===== config.mk =====
export PLATFORM = sky130hd
export DESIGN_NAME = integer_to_radix_ascii
export DESIGN_NICKNAME = d
export VERILOG_FILES = /design/src/rtl/i2ra_pkg.sv /design/src/rtl/integer_to_radix_ascii.sv /design/src/rtl/i2ra_front.sv /design/src/rtl/i2ra_queue.sv /design/src/rtl/i2ra_back.sv
export SDC_FILE = /design/constraint.sdc
export NUM_CORES = 1
export LEC_CHECK = 0
export ABC_AREA = 0
export BUFFER_PORTS_ARGS = -buffer_cell sky130_fd_sc_hd__clkbuf_2
export CAP_MARGIN = 15
export CELL_PAD_IN_SITES_DETAIL_PLACEMENT = 1
export CELL_PAD_IN_SITES_GLOBAL_PLACEMENT = 1
export CORE_MARGIN = 8
export CORE_UTILIZATION = 30
export CTS_BUF_LIST = sky130_fd_sc_hd__clkbuf_2 sky130_fd_sc_hd__clkbuf_4 sky130_fd_sc_hd__clkbuf_8
export CTS_CLUSTER_DIAMETER = 100
export DETAILED_ROUTE_END_ITERATION = 7
export GPL_ROUTABILITY_DRIVEN = 0
export PLACE_DENSITY_LB_ADDON = 0.1
export SYNTH_ARGS = -nofsm -noshare
export SYNTH_HDL_FRONTEND = slang
export SYNTH_SLANG_ARGS = --single-unit

===== constraint.sdc =====
create_clock -name clk -period 13.3 [get_ports clk]
set_clock_uncertainty 0.1 [all_clocks]
set_input_delay 2.66 -clock clk [delete_from_list [all_inputs] [get_ports clk]]
set_output_delay 2.66 -clock clk [all_outputs]
set_load 0.05 [all_outputs]

===== src/rtl/i2ra_pkg.sv =====
// i2ra_pkg: shared types, codes and character constants for the integer
// to radix ASCII converter. Used by every module in rtl/.
`timescale 1ns / 1ps

package i2ra_pkg;

  // Default configuration
  localparam int DEF_MAX_DIGIT_SLOTS = 24;
  localparam int DEF_VALUE_WIDTH     = 64;
  localparam int QUEUE_DEPTH         = 2;

  // Format commands on the input tuser
  localparam logic [2:0] CMD_UDEC = 3'd0;
  localparam logic [2:0] CMD_SDEC = 3'd1;
  localparam logic [2:0] CMD_OCT  = 3'd2;
  localparam logic [2:0] CMD_HEXL = 3'd3;
  localparam logic [2:0] CMD_HEXU = 3'd4;

  // ASCII characters
  localparam logic [7:0] CH_ZERO    = 8'h30;
  localparam logic [7:0] CH_LOWER_A = 8'h61;
  localparam logic [7:0] CH_UPPER_A = 8'h41;
  localparam logic [7:0] CH_MINUS   = 8'h2D;
  localparam logic [7:0] CH_NUL     = 8'h00;

  // Radix class of a queued item
  typedef enum logic [1:0] {
    FMT_DEC,
    FMT_OCT,
    FMT_HEX
  } fmt_t;

  // Classified item control, travels through the queue beside the magnitude
  typedef struct packed {
    fmt_t       fmt;
    logic       upper;
    logic       neg;
    logic [7:0] budget;
  } item_ctl_t;

  // Back-end sequencer states
  typedef enum logic [2:0] {
    ST_IDLE,
    ST_DABBLE,
    ST_SPLIT,
    ST_SIGN,
    ST_DIGITS,
    ST_NUL,
    ST_EMPTY
  } back_state_t;

  // One digit value to its ASCII character
  function automatic logic [7:0] digit_char(input logic [3:0] d, input logic upper);
    logic [7:0] base;
    base = upper ? CH_UPPER_A : CH_LOWER_A;
    if (d < 4'd10) begin
      return CH_ZERO + 8'(d);
    end
    return base + 8'(d) - 8'd10;
  endfunction

endpackage


===== src/rtl/integer_to_radix_ascii.sv =====
// integer_to_radix_ascii: top level; front classifier, item queue and
// conversion back end. Depends on i2ra_pkg, i2ra_front, i2ra_queue, i2ra_back.
`timescale 1ns / 1ps
// Usage
//   Input stream (s_*): one transfer per operand. tdata carries the value
//   and the character budget, tuser the format command; codes above hex
//   upper act as unsigned decimal.
//   Output stream (m_*): one transfer per character, most significant
//   digit first, optional '-' ahead and a NUL behind when room is left.
//   tuser flags a written character; a zero budget gives a single transfer
//   with the flag low. tlast marks the final transfer of each operand and
//   every transfer carries the untruncated length.
// Timing
//   The front takes an operand per cycle until the two-entry queue fills.
//   The back handles one operand at a time: it fetches it from the queue,
//   runs double dabble for decimal, splits the digits into the digit store
//   and then emits the output transfers, most significant digit first.
// Reset and stalls
//   rst empties the queue and output register. A stalled receiver holds
//   the output register; the back end waits, the queue then fills and
//   s_tready drops.
module integer_to_radix_ascii #(
  parameter int VALUE_WIDTH     = i2ra_pkg::DEF_VALUE_WIDTH,
  parameter int MAX_DIGIT_SLOTS = i2ra_pkg::DEF_MAX_DIGIT_SLOTS
) (
  input  logic        clk,
  input  logic        rst,
  input  logic        s_tvalid,
  output logic        s_tready,
  input  logic [71:0] s_tdata,   // value [63:0], max_chars [71:64]
  input  logic [2:0]  s_tuser,   // command [2:0]
  output logic        m_tvalid,
  input  logic        m_tready,
  output logic [15:0] m_tdata,   // char_code [7:0], full_length [12:8], zero pad
  output logic [0:0]  m_tuser,   // char_valid [0]
  output logic        m_tlast
);

  localparam int CTL_W = $bits(i2ra_pkg::item_ctl_t);
  localparam int Q_W   = CTL_W + VALUE_WIDTH;

  i2ra_pkg::item_ctl_t    push_ctl;
  logic [VALUE_WIDTH-1:0] push_mag;
  logic                   push;
  logic                   q_full;
  logic                   q_pop;
  logic                   q_valid;
  logic [Q_W-1:0]         q_head;
  i2ra_pkg::item_ctl_t    head_ctl;
  logic [VALUE_WIDTH-1:0] head_mag;

  // Accept and classify
  i2ra_front #(
    .VALUE_WIDTH (VALUE_WIDTH)
  ) u_front (
    .s_tvalid (s_tvalid),
    .s_tready (s_tready),
    .s_tdata  (s_tdata),
    .s_tuser  (s_tuser),
    .q_full   (q_full),
    .q_push   (push),
    .q_ctl    (push_ctl),
    .q_mag    (push_mag)
  );

  // Decoupling queue
  i2ra_queue #(
    .WIDTH (Q_W),
    .DEPTH (i2ra_pkg::QUEUE_DEPTH)
  ) u_queue (
    .clk       (clk),
    .rst       (rst),
    .push      (push),
    .push_data ({push_ctl, push_mag}),
    .pop       (q_pop),
    .head_data (q_head),
    .not_empty (q_valid),
    .full      (q_full)
  );

  assign head_ctl = q_head[Q_W-1 -: CTL_W];
  assign head_mag = q_head[VALUE_WIDTH-1:0];

  // Convert and emit
  i2ra_back #(
    .VALUE_WIDTH     (VALUE_WIDTH),
    .MAX_DIGIT_SLOTS (MAX_DIGIT_SLOTS)
  ) u_back (
    .clk      (clk),
    .rst      (rst),
    .q_valid  (q_valid),
    .q_ctl    (head_ctl),
    .q_mag    (head_mag),
    .q_pop    (q_pop),
    .m_tvalid (m_tvalid),
    .m_tready (m_tready),
    .m_tdata  (m_tdata),
    .m_tuser  (m_tuser),
    .m_tlast  (m_tlast)
  );

endmodule


===== src/rtl/i2ra_front.sv =====
// i2ra_front: accepts input transfers, decodes the format command and
// takes the magnitude of signed operands. Depends on i2ra_pkg.
`timescale 1ns / 1ps

module i2ra_front #(
  parameter int VALUE_WIDTH = i2ra_pkg::DEF_VALUE_WIDTH
) (
  input  logic                        s_tvalid,
  output logic                        s_tready,
  input  logic [71:0]                 s_tdata,   // value [63:0], max_chars [71:64]
  input  logic [2:0]                  s_tuser,   // command [2:0]
  input  logic                        q_full,
  output logic                        q_push,
  output i2ra_pkg::item_ctl_t         q_ctl,
  output logic [VALUE_WIDTH-1:0]      q_mag
);

  logic [VALUE_WIDTH-1:0] operand;
  logic                   neg;

  assign operand  = s_tdata[VALUE_WIDTH-1:0];
  assign s_tready = !q_full;
  assign q_push   = s_tvalid && !q_full;

  // Command decode; unknown codes behave as unsigned decimal
  always_comb begin
    q_ctl.upper  = 1'b0;
    q_ctl.budget = s_tdata[71:64];
    neg          = 1'b0;
    unique case (s_tuser) inside
      i2ra_pkg::CMD_SDEC: begin
        q_ctl.fmt = i2ra_pkg::FMT_DEC;
        neg       = operand[VALUE_WIDTH-1];
      end
      i2ra_pkg::CMD_OCT: begin
        q_ctl.fmt = i2ra_pkg::FMT_OCT;
      end
      i2ra_pkg::CMD_HEXL, i2ra_pkg::CMD_HEXU: begin
        q_ctl.fmt   = i2ra_pkg::FMT_HEX;
        q_ctl.upper = (s_tuser == i2ra_pkg::CMD_HEXU);
      end
      default: begin
        q_ctl.fmt = i2ra_pkg::FMT_DEC;
      end
    endcase
    q_ctl.neg = neg;
  end

  // Most negative value wraps to itself, which reads as 2^(W-1) unsigned
  assign q_mag = neg ? (~operand + 1'b1) : operand;

endmodule


===== src/rtl/i2ra_queue.sv =====
// i2ra_queue: short first-in first-out queue between the front and back
// parts. Generic payload width; depends on i2ra_pkg for the default depth.
`timescale 1ns / 1ps

module i2ra_queue #(
  parameter int WIDTH = 8,
  parameter int DEPTH = i2ra_pkg::QUEUE_DEPTH
) (
  input  logic             clk,
  input  logic             rst,
  input  logic             push,
  input  logic [WIDTH-1:0] push_data,
  input  logic             pop,
  output logic [WIDTH-1:0] head_data,
  output logic             not_empty,
  output logic             full
);

  localparam int PW = (DEPTH > 1) ? $clog2(DEPTH) : 1;
  localparam int CW = $clog2(DEPTH + 1);

  logic [WIDTH-1:0] slots [DEPTH];
  logic [PW-1:0]    wr_ptr;
  logic [PW-1:0]    rd_ptr;
  logic [CW-1:0]    fill;

  assign not_empty = (fill != '0);
  assign full      = (fill == CW'(DEPTH));
  assign head_data = slots[rd_ptr];

  // Payload store
  always_ff @(posedge clk) begin
    if (push) begin
      slots[wr_ptr] <= push_data;
    end
  end

  // Pointers and fill level
  always_ff @(posedge clk) begin
    if (rst) begin
      wr_ptr <= '0;
      rd_ptr <= '0;
      fill   <= '0;
    end else begin
      if (push) begin
        wr_ptr <= (wr_ptr == PW'(DEPTH - 1)) ? '0 : wr_ptr + 1'b1;
      end
      if (pop) begin
        rd_ptr <= (rd_ptr == PW'(DEPTH - 1)) ? '0 : rd_ptr + 1'b1;
      end
      if (push && !pop) begin
        fill <= fill + 1'b1;
      end else if (pop && !push) begin
        fill <= fill - 1'b1;
      end
    end
  end

endmodule


===== src/rtl/i2ra_back.sv =====
// i2ra_back: digit extraction (double dabble for decimal, nibble or 3-bit
// splitting otherwise) into the digit store, then character emission
// through an output register. Depends on i2ra_pkg.
`timescale 1ns / 1ps

module i2ra_back #(
  parameter int VALUE_WIDTH     = i2ra_pkg::DEF_VALUE_WIDTH,
  parameter int MAX_DIGIT_SLOTS = i2ra_pkg::DEF_MAX_DIGIT_SLOTS
) (
  input  logic                    clk,
  input  logic                    rst,
  input  logic                    q_valid,
  input  i2ra_pkg::item_ctl_t     q_ctl,
  input  logic [VALUE_WIDTH-1:0]  q_mag,
  output logic                    q_pop,
  output logic                    m_tvalid,
  input  logic                    m_tready,
  output logic [15:0]             m_tdata,   // char_code [7:0], full_length [12:8]
  output logic [0:0]              m_tuser,   // char_valid [0]
  output logic                    m_tlast
);

  // Decimal digits needed for VALUE_WIDTH bits
  localparam int DEC_DIGITS = (VALUE_WIDTH * 30103) / 100000 + 1;
  localparam int XW         = 4 * DEC_DIGITS;
  localparam int DAB_CYCLES = (VALUE_WIDTH + 3) / 4;
  localparam int DAB_BITS   = DAB_CYCLES * 4;
  localparam int AW         = XW + DAB_BITS;
  localparam int DCW        = (DAB_CYCLES > 1) ? $clog2(DAB_CYCLES) : 1;
  localparam int CW         = $clog2(MAX_DIGIT_SLOTS + 1);
  localparam int IW         = $clog2(MAX_DIGIT_SLOTS);

  i2ra_pkg::back_state_t state, state_next;

  // Item registers
  i2ra_pkg::fmt_t fmt;
  logic           upper;
  logic           neg;
  logic [7:0]     budget;
  logic [AW-1:0]  dab_acc;
  logic [DCW-1:0] dab_cnt;
  logic [XW-1:0]  work;
  logic [CW-1:0]  digit_count;
  logic [CW-1:0]  emit_left;
  logic [IW-1:0]  pos;
  logic           nul_due;
  logic [4:0]     full_len;
  logic [3:0]     digit_store [MAX_DIGIT_SLOTS];

  // Output register
  logic       out_valid;
  logic [7:0] out_code;
  logic       out_char_valid;
  logic       out_last;
  logic [4:0] out_len;

  // Combinational helpers
  logic [AW-1:0] dab_next;
  logic          dab_done;
  logic [XW-1:0] work_shifted;
  logic [3:0]    split_digit;
  logic [CW-1:0] count_new;
  logic          split_done;
  logic [7:0]    budget_eff;
  logic [7:0]    count_wide;
  logic [CW-1:0] ndig;
  logic          nul_new;
  logic          load;
  logic          emit;
  logic [7:0]    emit_code;
  logic          emit_valid;
  logic          emit_last;

  // Four shift-and-add-3 steps on {bcd, binary}
  function automatic logic [AW-1:0] dabble4(input logic [AW-1:0] acc);
    logic [AW-1:0] a;
    a = acc;
    for (int s = 0; s < 4; s++) begin
      for (int d = 0; d < DEC_DIGITS; d++) begin
        if (a[DAB_BITS + 4*d +: 4] >= 4'd5) begin
          a[DAB_BITS + 4*d +: 4] = a[DAB_BITS + 4*d +: 4] + 4'd3;
        end
      end
      a = a << 1;
    end
    return a;
  endfunction

  assign dab_next = dabble4(dab_acc);
  assign dab_done = (dab_cnt == DCW'(DAB_CYCLES - 1));

  // Digit splitting, least significant first
  assign work_shifted = (fmt == i2ra_pkg::FMT_OCT) ? (work >> 3) : (work >> 4);
  assign split_digit  = (fmt == i2ra_pkg::FMT_OCT) ? {1'b0, work[2:0]} : work[3:0];
  assign count_new    = digit_count + 1'b1;
  assign split_done   = (work_shifted == '0) || (count_new == CW'(MAX_DIGIT_SLOTS));

  // Emission plan, settled when splitting ends
  assign budget_eff = budget - 8'(neg);
  assign count_wide = 8'(count_new);
  assign ndig       = (count_wide < budget_eff) ? count_new : CW'(budget_eff);
  assign nul_new    = (count_wide < budget_eff);

  assign load = !out_valid || m_tready;

  // Next state
  always_comb begin
    state_next = state;
    unique case (state)
      i2ra_pkg::ST_IDLE: begin
        if (q_valid) begin
          state_next = (q_ctl.fmt == i2ra_pkg::FMT_DEC) ? i2ra_pkg::ST_DABBLE
                                                        : i2ra_pkg::ST_SPLIT;
        end
      end
      i2ra_pkg::ST_DABBLE: begin
        if (dab_done) begin
          state_next = i2ra_pkg::ST_SPLIT;
        end
      end
      i2ra_pkg::ST_SPLIT: begin
        if (split_done) begin
          if (budget == 8'd0) begin
            state_next = i2ra_pkg::ST_EMPTY;
          end else if (neg) begin
            state_next = i2ra_pkg::ST_SIGN;
          end else begin
            state_next = i2ra_pkg::ST_DIGITS;
          end
        end
      end
      i2ra_pkg::ST_SIGN: begin
        if (load) begin
          if (emit_left != '0) begin
            state_next = i2ra_pkg::ST_DIGITS;
          end else if (nul_due) begin
            state_next = i2ra_pkg::ST_NUL;
          end else begin
            state_next = i2ra_pkg::ST_IDLE;
          end
        end
      end
      i2ra_pkg::ST_DIGITS: begin
        if (load && emit_left == CW'(1)) begin
          state_next = nul_due ? i2ra_pkg::ST_NUL : i2ra_pkg::ST_IDLE;
        end
      end
      i2ra_pkg::ST_NUL, i2ra_pkg::ST_EMPTY: begin
        if (load) begin
          state_next = i2ra_pkg::ST_IDLE;
        end
      end
      default: state_next = i2ra_pkg::ST_IDLE;
    endcase
  end

  // Sequencer outputs
  always_comb begin
    q_pop      = 1'b0;
    emit       = 1'b0;
    emit_code  = i2ra_pkg::CH_NUL;
    emit_valid = 1'b1;
    emit_last  = 1'b0;
    unique case (state)
      i2ra_pkg::ST_IDLE: begin
        q_pop = q_valid;
      end
      i2ra_pkg::ST_SIGN: begin
        emit      = 1'b1;
        emit_code = i2ra_pkg::CH_MINUS;
        emit_last = (emit_left == '0) && !nul_due;
      end
      i2ra_pkg::ST_DIGITS: begin
        emit      = 1'b1;
        emit_code = i2ra_pkg::digit_char(digit_store[pos], upper);
        emit_last = (emit_left == CW'(1)) && !nul_due;
      end
      i2ra_pkg::ST_NUL: begin
        emit      = 1'b1;
        emit_last = 1'b1;
      end
      i2ra_pkg::ST_EMPTY: begin
        emit       = 1'b1;
        emit_valid = 1'b0;
        emit_last  = 1'b1;
      end
      default: begin
        emit = 1'b0;
      end
    endcase
  end

  // State register
  always_ff @(posedge clk) begin
    if (rst) begin
      state <= i2ra_pkg::ST_IDLE;
    end else begin
      state <= state_next;
    end
  end

  // Item datapath
  always_ff @(posedge clk) begin
    case (state)
      i2ra_pkg::ST_IDLE: begin
        if (q_valid) begin
          fmt         <= q_ctl.fmt;
          upper       <= q_ctl.upper;
          neg         <= q_ctl.neg;
          budget      <= q_ctl.budget;
          dab_acc     <= {{XW{1'b0}}, DAB_BITS'(q_mag)};
          dab_cnt     <= '0;
          work        <= XW'(q_mag);
          digit_count <= '0;
        end
      end
      i2ra_pkg::ST_DABBLE: begin
        dab_acc <= dab_next;
        dab_cnt <= dab_cnt + 1'b1;
        if (dab_done) begin
          work <= dab_next[AW-1 -: XW];
        end
      end
      i2ra_pkg::ST_SPLIT: begin
        digit_store[digit_count[IW-1:0]] <= split_digit;
        work        <= work_shifted;
        digit_count <= count_new;
        if (split_done) begin
          emit_left <= ndig;
          nul_due   <= nul_new;
          pos       <= IW'(count_new - 1'b1);
          full_len  <= 5'(count_new + CW'(neg));
        end
      end
      i2ra_pkg::ST_DIGITS: begin
        if (load) begin
          emit_left <= emit_left - 1'b1;
          pos       <= pos - 1'b1;
        end
      end
      default: begin
      end
    endcase
  end

  // Output register: control
  always_ff @(posedge clk) begin
    if (rst) begin
      out_valid <= 1'b0;
    end else if (load) begin
      out_valid <= emit;
    end
  end

  // Output register: payload
  always_ff @(posedge clk) begin
    if (load && emit) begin
      out_code       <= emit_code;
      out_char_valid <= emit_valid;
      out_last       <= emit_last;
      out_len        <= full_len;
    end
  end

  assign m_tvalid = out_valid;
  assign m_tdata  = {3'b000, out_len, out_code};
  assign m_tuser  = out_char_valid;
  assign m_tlast  = out_last;

endmodule


After elaboration in Yosys (flattened, before gate mapping)
Memories as Yosys holds them, arrays and structs flattened. A register that Yosys moved wholly into a read port is not among the register bits.
Cells that the tools add are included.
{"block": "word_totals", "register_bits": 284, "ram_bits": 248, "output_inout_bits": 20, "wordCells": 394, "mem_count": 2}
{"block": "op_classes", "add_sub_neg": 95, "order_cmp": 82, "n_eq_ne": 22, "n_mux": 135, "bitwise_logic": 1, "n_reduce_logical": 36}
{"memory": "u_queue.slots", "depth": 2, "width": 76, "read_ports": 1, "rd_clocked_by_memory_dff": 1, "wr": 1, "line_no": "i2ra_queue.sv:22", "text": "logic [WIDTH-1:0] slots [DEPTH];"}
{"memory": "u_back.digit_store", "depth": 24, "width": 4, "read_ports": 1, "rd_clocked_by_memory_dff": 1, "wr": 1, "line_no": "i2ra_back.sv:48", "text": "logic [3:0] digit_store [MAX_DIGIT_SLOTS];"}
{"op": "4-bit by 3-bit greater-or-equal comparator with 1-bit output (second input constant)", "count": 80}
{"op": "4-bit two-way mux", "count": 78}
{"op": "4-bit by 2-bit adder with 4-bit output (second input constant)", "count": 76}
{"op": "144-bit case mux with 2 select lines", "count": 1}
{"op": "80-bit case mux with 3 select lines", "count": 1}
{"op": "80-bit two-way mux", "count": 2}
{"op": "144-bit two-way mux", "count": 1}
{"op": "80-bit logical NOT", "count": 1}
{"op": "77-bit two-way mux", "count": 1}
{"op": "64-bit by 1-bit adder with 64-bit output (second input constant)", "count": 1}
{"op": "64-bit two-way mux", "count": 1}
{"op": "64-bit NOT", "count": 1}
{"op": "3-bit two-way mux", "count": 14}
{"op": "5-bit two-way mux", "count": 7}
{"op": "5-bit case mux with 2 select lines", "count": 3}
{"op": "3-bit case mux with 6 select lines", "count": 1}
{"op": "8-bit two-way mux", "count": 2}
{"op": "8-bit case mux with 2 select lines", "count": 1}
{"op": "1-bit two-way mux", "count": 15}
{"op": "5-bit by 1-bit subtractor with 5-bit output (second input constant)", "count": 3}
{"op": "2-bit by 1-bit inequality test with 1-bit output (second input constant)", "count": 7}
{"op": "3-bit by 2-bit adder with 3-bit output (second input constant)", "count": 4}
{"op": "3-bit by 2-bit equality test with 1-bit output (second input constant)", "count": 4}
{"op": "3-bit equality test (second input constant)", "count": 4}
{"op": "other kinds (38)", "count": 62}

Depth between registers and ports, before layout
{"block": "logic_depth", "depth_word": 10, "ltp_mapped": 23, "ltp_nobuf": 23}

Modules after synthesis
A second synthesis with hierarchy kept.
{"block": "hier_totals", "hier_cells": 3291, "area_unflattened_um2": 33878.7}
{"mod": "i2ra_back", "n_inst": 1, "cells_each": 2775, "area_per_inst_um2": 26306.5, "seq_area_each_um2": 11320.9}
{"mod": "i2ra_queue", "n_inst": 1, "cells_each": 258, "area_per_inst_um2": 5845.6, "seq_area_each_um2": 4664.5}
{"mod": "i2ra_front", "n_inst": 1, "cells_each": 258, "area_per_inst_um2": 1726.7, "seq_area_each_um2": 0.0}

Worst setup path after synthesis
OpenSTA, ideal clock, no wires.
{"block": "synth_timing", "path_type": "register to register", "start": "register u_back.state[1]", "end": "register u_back.work[0] (enable)", "t_arrival_ps": 6708, "required_ps": 12567, "setup_slack_ps": 5858, "stages_incl_launch_ff": 5, "cell_sequence": "dfxtp_1 clkbuf_1 clkbuf_1 nand2_1 nor3b_1"}
{"block": "synth_between", "elab_chain_len": 3, "word_cells_on_any_way": 7, "classes_between": "eq/ne (4); reduce/logical (3)"}
{"item": "from (decl)", "line_no": "i2ra_back.sv:33", "text": "i2ra_pkg::back_state_t state, state_next;"}
{"item": "from (signal assigned)", "line_no": "i2ra_back.sv:196", "text": "state <= i2ra_pkg::ST_IDLE;"}
{"item": "from (signal assigned)", "line_no": "i2ra_back.sv:198", "text": "state <= state_next;"}
{"item": "3-bit by 1-bit equality test with 1-bit output, or another cell as far along", "line_no": "i2ra_back.sv:204", "text": "case (state)"}
{"item": "2-bit by 1-bit inequality test with 1-bit output (no source line) / 3-bit nonzero test (equally long branches)"}
{"item": "3-bit AND reduction (no source line) (*)"}
{"item": "to (signal assigned)", "line_no": "i2ra_back.sv:213", "text": "work <= XW'(q_mag);"}
{"item": "to (signal assigned)", "line_no": "i2ra_back.sv:221", "text": "work <= dab_next[AW-1 -: XW];"}
{"item": "to (signal assigned)", "line_no": "i2ra_back.sv:226", "text": "work <= work_shifted;"}
{"item": "to (decl)", "line_no": "i2ra_back.sv:42", "text": "logic [XW-1:0] work;"}
Every way passes the cells marked *; elsewhere a longest branch is shown, timed or not.
A chain may end at the register's enable or synchronous reset.

Worst setup path after layout
{"block": "layout_timing", "start": "input s_tdata[4]", "end": "memory u_queue.slots[0][61] (netlist name) (data pin)"}
{"block": "layout_between", "elab_chain_len": 3}
{"item": "from (decl)", "line_no": "integer_to_radix_ascii.sv:30", "text": "input logic [71:0] s_tdata,"}
{"item": "64-bit NOT", "line_no": "i2ra_front.sv:50", "text": "assign q_mag = neg ? (~operand + 1'b1) : operand;"}
{"item": "64-bit by 1-bit adder with 64-bit output", "line_no": "i2ra_front.sv:50"}
{"item": "64-bit two-way mux", "line_no": "i2ra_front.sv:50"}
{"item": "net push_mag[61]", "line_no": "integer_to_radix_ascii.sv:43", "text": "logic [VALUE_WIDTH-1:0] push_mag;"}
{"item": "to (decl)", "line_no": "i2ra_queue.sv:22"}
The timed path passes the listed nets, and every way through them passes these cells.

==> key figures <==
GRT
  • Maximum number of pins on one net before global-route repair: 81
  • Overall global routing resource usage: 16.0%
  • GR Overflow Total: 0
  • Vias in the first global route: 25400
  • Wire length of the first global-routing pass: between 100000 and 150000 µm
  • Initial antenna violation count: 2

Clocking
  • Master cell of the clock root buffer: sky130_fd_sc_hd__clkbuf_8
  • Clock sink count: 537
  • Setup bufs post-CTS: 0
  • H-tree level count: 3
  • Worst-path clk slew: 0.06 ns
  • Cts bufs inserted: between 90 and 100
  • # resized after CTS: 0
  • Deepest clock path buffer count: 3
  • TritonCTS clock tree: done
  • Hold buffer count at cts: 0
  • Clock latency on the worst-skew pair: 0.75 ns

STA
  • Setup repair after global routing missed its margin: no
  • Worst-case hold slack: around 0.32 ns
  • Highest clock frequency the design can meet: 191 MHz
  • Worst-margin pin slew: 1.03 ns
  • Number of hold violations in the final report: 0
  • # setup viols final: 0
  • Max-slew violation count: 0
  • Final cycle utilization of the critical path: just under 40%
  • Aggregate negative setup slack: 0 ns
  • Max-slew headroom: 31.1%
  • Final worst path period need: 5.24 ns

Critical path
  • Crit path DAT: 5.63 ns
  • Classification of the worst setup path: in2reg
  • Critical path required time: 13.68 ns
  • Largest driver fanout on the critical path: 5
  • Worst Setup Start Kind: input port
  • Category of cells accounting for the largest share of critical-path delay: simple AND/OR/NAND/NOR gates
  • Endpoint type of the worst setup path: flop
  • Chain of cells forming the critical path: clkbuf_2, nor4_1, nor4b_2, nand4_1, nor2_1, nand3_1, nor2_2, nand2_1, o31ai_1, xnor2_1
  • Number of buffer and inverter stages on the critical path: 1
  • Slowest stage cell, crit path: sky130_fd_sc_hd__nor4b_2
  • Slowest Stage Delay on Critical Path: 0.65 ns

Logic synthesis
  • Top post-synthesis cells by count: 523 x sky130_fd_sc_hd__edfxtp_1, 295 x sky130_fd_sc_hd__nor2_1, 202 x sky130_fd_sc_hd__mux2i_1, 194 x sky130_fd_sc_hd__a21oi_1, 166 x sky130_fd_sc_hd__nand2_1
  • Number of cells produced by synthesis: 2977
  • Unique cell type count in the Yosys netlist: 100
  • Fraction of registers with async set/reset: 0%
  • Seq/Total Area, Yosys: 49.3%
  • Post-synthesis register bit count: 537
  • Most numerous cell in the Yosys netlist: sky130_fd_sc_hd__edfxtp_1
  • Cell area after technology mapping: between 30000 and 40000 µm²
  • Number of synthesized flops with an enable pin: about 520
  • Synthesized area per cell: between 10 and 15 µm²
  • Syn. warnings: 0
  • Biggest area contributors in the synthesized netlist: sky130_fd_sc_hd__edfxtp_1 48%, sky130_fd_sc_hd__mux2i_1 6.2%, sky130_fd_sc_hd__ha_1 4.5%, sky130_fd_sc_hd__nor2_1 3.4%, sky130_fd_sc_hd__a21oi_1 3.0%
  • Top_reg_cell synth: sky130_fd_sc_hd__edfxtp_1
  • Share of the synthesized area in the top cell type: 48.5%
  • Cell type with the highest aggregate area in the netlist: sky130_fd_sc_hd__edfxtp_1

Route
  • Vias per inst: ~5.2
  • WL/cell: 21.1 µm
  • Detailed Routing Iterations Pass 1: 5
  • Vias post-DR: roughly 24000
  • Number of DRC violations after detailed-routing iteration 0: between 900 and 1000
  • Antenna viol nets, final: 0
  • Routed Wire Length: 96800 µm
  • Detailed-route DRC error count: 0

Floorplan
  • Floorplan die height: 345 µm
  • # IOs: 99
  • Starting density of the core: a little under a third
  • Number of placement rows: 120
  • Chip width: 345 µm
  • Core Region: 107000 µm²
  • Full die area: 119000 µm²

Layout
  • Share of post-route cells with drive strength above 1: 15.0%
  • Net count, final: around 3300
  • Final std cells w/o fill: 4576
  • Final standard cell area without fillers: around 36000 µm²
  • Area delta synth->final: 12.2%

Place
  • Detailed placer's ending HPWL: 71800 µm
  • Port Buffer Count: 94
  • Placed Cells incl. Taps: between 4000 and 5000
  • Cell Area, Placed: between 30000 and 40000 µm²

Worst hold path
  • Class of the worst hold path: reg2reg

Run
  • Max-cap violations: 0

Run status
  • Result of the run: finished, final reports clean
per-stage QoR:
step                      setup slack, ns  util (%)
after CTS                            8.19      33.9
after global placement               7.43      32.2
after global routing                 7.85      34.0
after detailed placement             7.33      32.2
after floorplan                      5.86         -
final                                8.06      34.0
worst reg2reg max path: cells and delay by family (launching register included):
kind	cells	cell delay, ns
AO/OA/AOI/OAI	8	1.34
XOR/XNOR	3	0.88
adder cells (fa/ha/maj)	4	0.88
buffers and inverters	3	0.36
flip-flops	1	0.46
AND/OR/NAND/NOR	3	0.50
final cells by class:
cell class,count,area (µm²)
antenna,2,5.00
multi-input combinational,2173,15400
fill,11800,70700
sequential,537,16000
clock inverter,54,337
tap,1403,1760
inverter,161,604
clock buffer,128,1580
timing repair buffer,118,651
final timing paths:
check,start,end,slack (ns),cells after the start
worst max-delay path,s_tdata[4],u_queue.slots[0][61],8.06,10
worst min-delay path,u_back.full_len[2],u_back.out_len[2],0.32,0
worst max register to register,u_back.dab_acc[136],u_back.work[73],8.45,21
worst min register to register,u_back.full_len[2],u_back.out_len[2],0.32,0
logic make-up after synthesis:
group	count (synthesis)	share of synthesized area, %
AO/OA/AOI/OAI	799	16.2
XOR/XNOR	149	4.26
adder cells (fa/ha/maj)	119	4.58
buffers and inverters	270	3.24
flip-flops	537	49.3
multiplexers	278	9.88
other	1	0.0116
AND/OR/NAND/NOR	824	12.5
flip-flops by register name, summed over array words and instances (netlist names), 2 cells and up, named ones only:
register            cells
u_back.budget           8
u_back.dab_acc        144
u_back.dab_cnt          4
u_back.digit_count      5
u_back.digit_store     96
u_back.emit_left        5
u_back.fmt              2
u_back.full_len         5
u_back.out_code         7
u_back.out_len          5
u_back.pos              5
u_back.state            3
u_back.work            80
u_queue.fill            2
u_queue.slots         152
cell usage in the layout, fill, tap and decap left out, types with 27 or more instances in the layout:
cell type	instances
sky130_fd_sc_hd__nor4_1	27
sky130_fd_sc_hd__clkbuf_2	94
sky130_fd_sc_hd__mux2_2	41
sky130_fd_sc_hd__nand2b_1	50
sky130_fd_sc_hd__a211oi_1	36
sky130_fd_sc_hd__nor2b_1	32
sky130_fd_sc_hd__nand3_1	32
sky130_fd_sc_hd__nor3_1	41
sky130_fd_sc_hd__a21oi_1	193
sky130_fd_sc_hd__o21ai_0	120
sky130_fd_sc_hd__inv_1	142
sky130_fd_sc_hd__clkbuf_8	99
sky130_fd_sc_hd__o21ai_1	85
sky130_fd_sc_hd__xor2_1	54
sky130_fd_sc_hd__nor2_1	294
sky130_fd_sc_hd__edfxtp_1	523
sky130_fd_sc_hd__nand2_1	165
sky130_fd_sc_hd__mux2i_1	202
sky130_fd_sc_hd__mux4_2	28
sky130_fd_sc_hd__a31oi_1	37
sky130_fd_sc_hd__o22a_1	36
sky130_fd_sc_hd__xnor2_1	85
sky130_fd_sc_hd__ha_1	117
sky130_fd_sc_hd__o22ai_1	42
sky130_fd_sc_hd__clkbuf_4	29
layer usage:
metal  track usage (%)  routed length [µm]  vias to the layer above
li1                  -                   -                    11400
met1              19.1               41200                    11900
met2              29.7               50900                      243
met3              2.13                2100                      148
met4              4.49                2530                        0
met5                 0                   0                        -
Power is not shown: default switching activity piles up to over one toggle a cycle in this logic, so the estimate is an artifact.
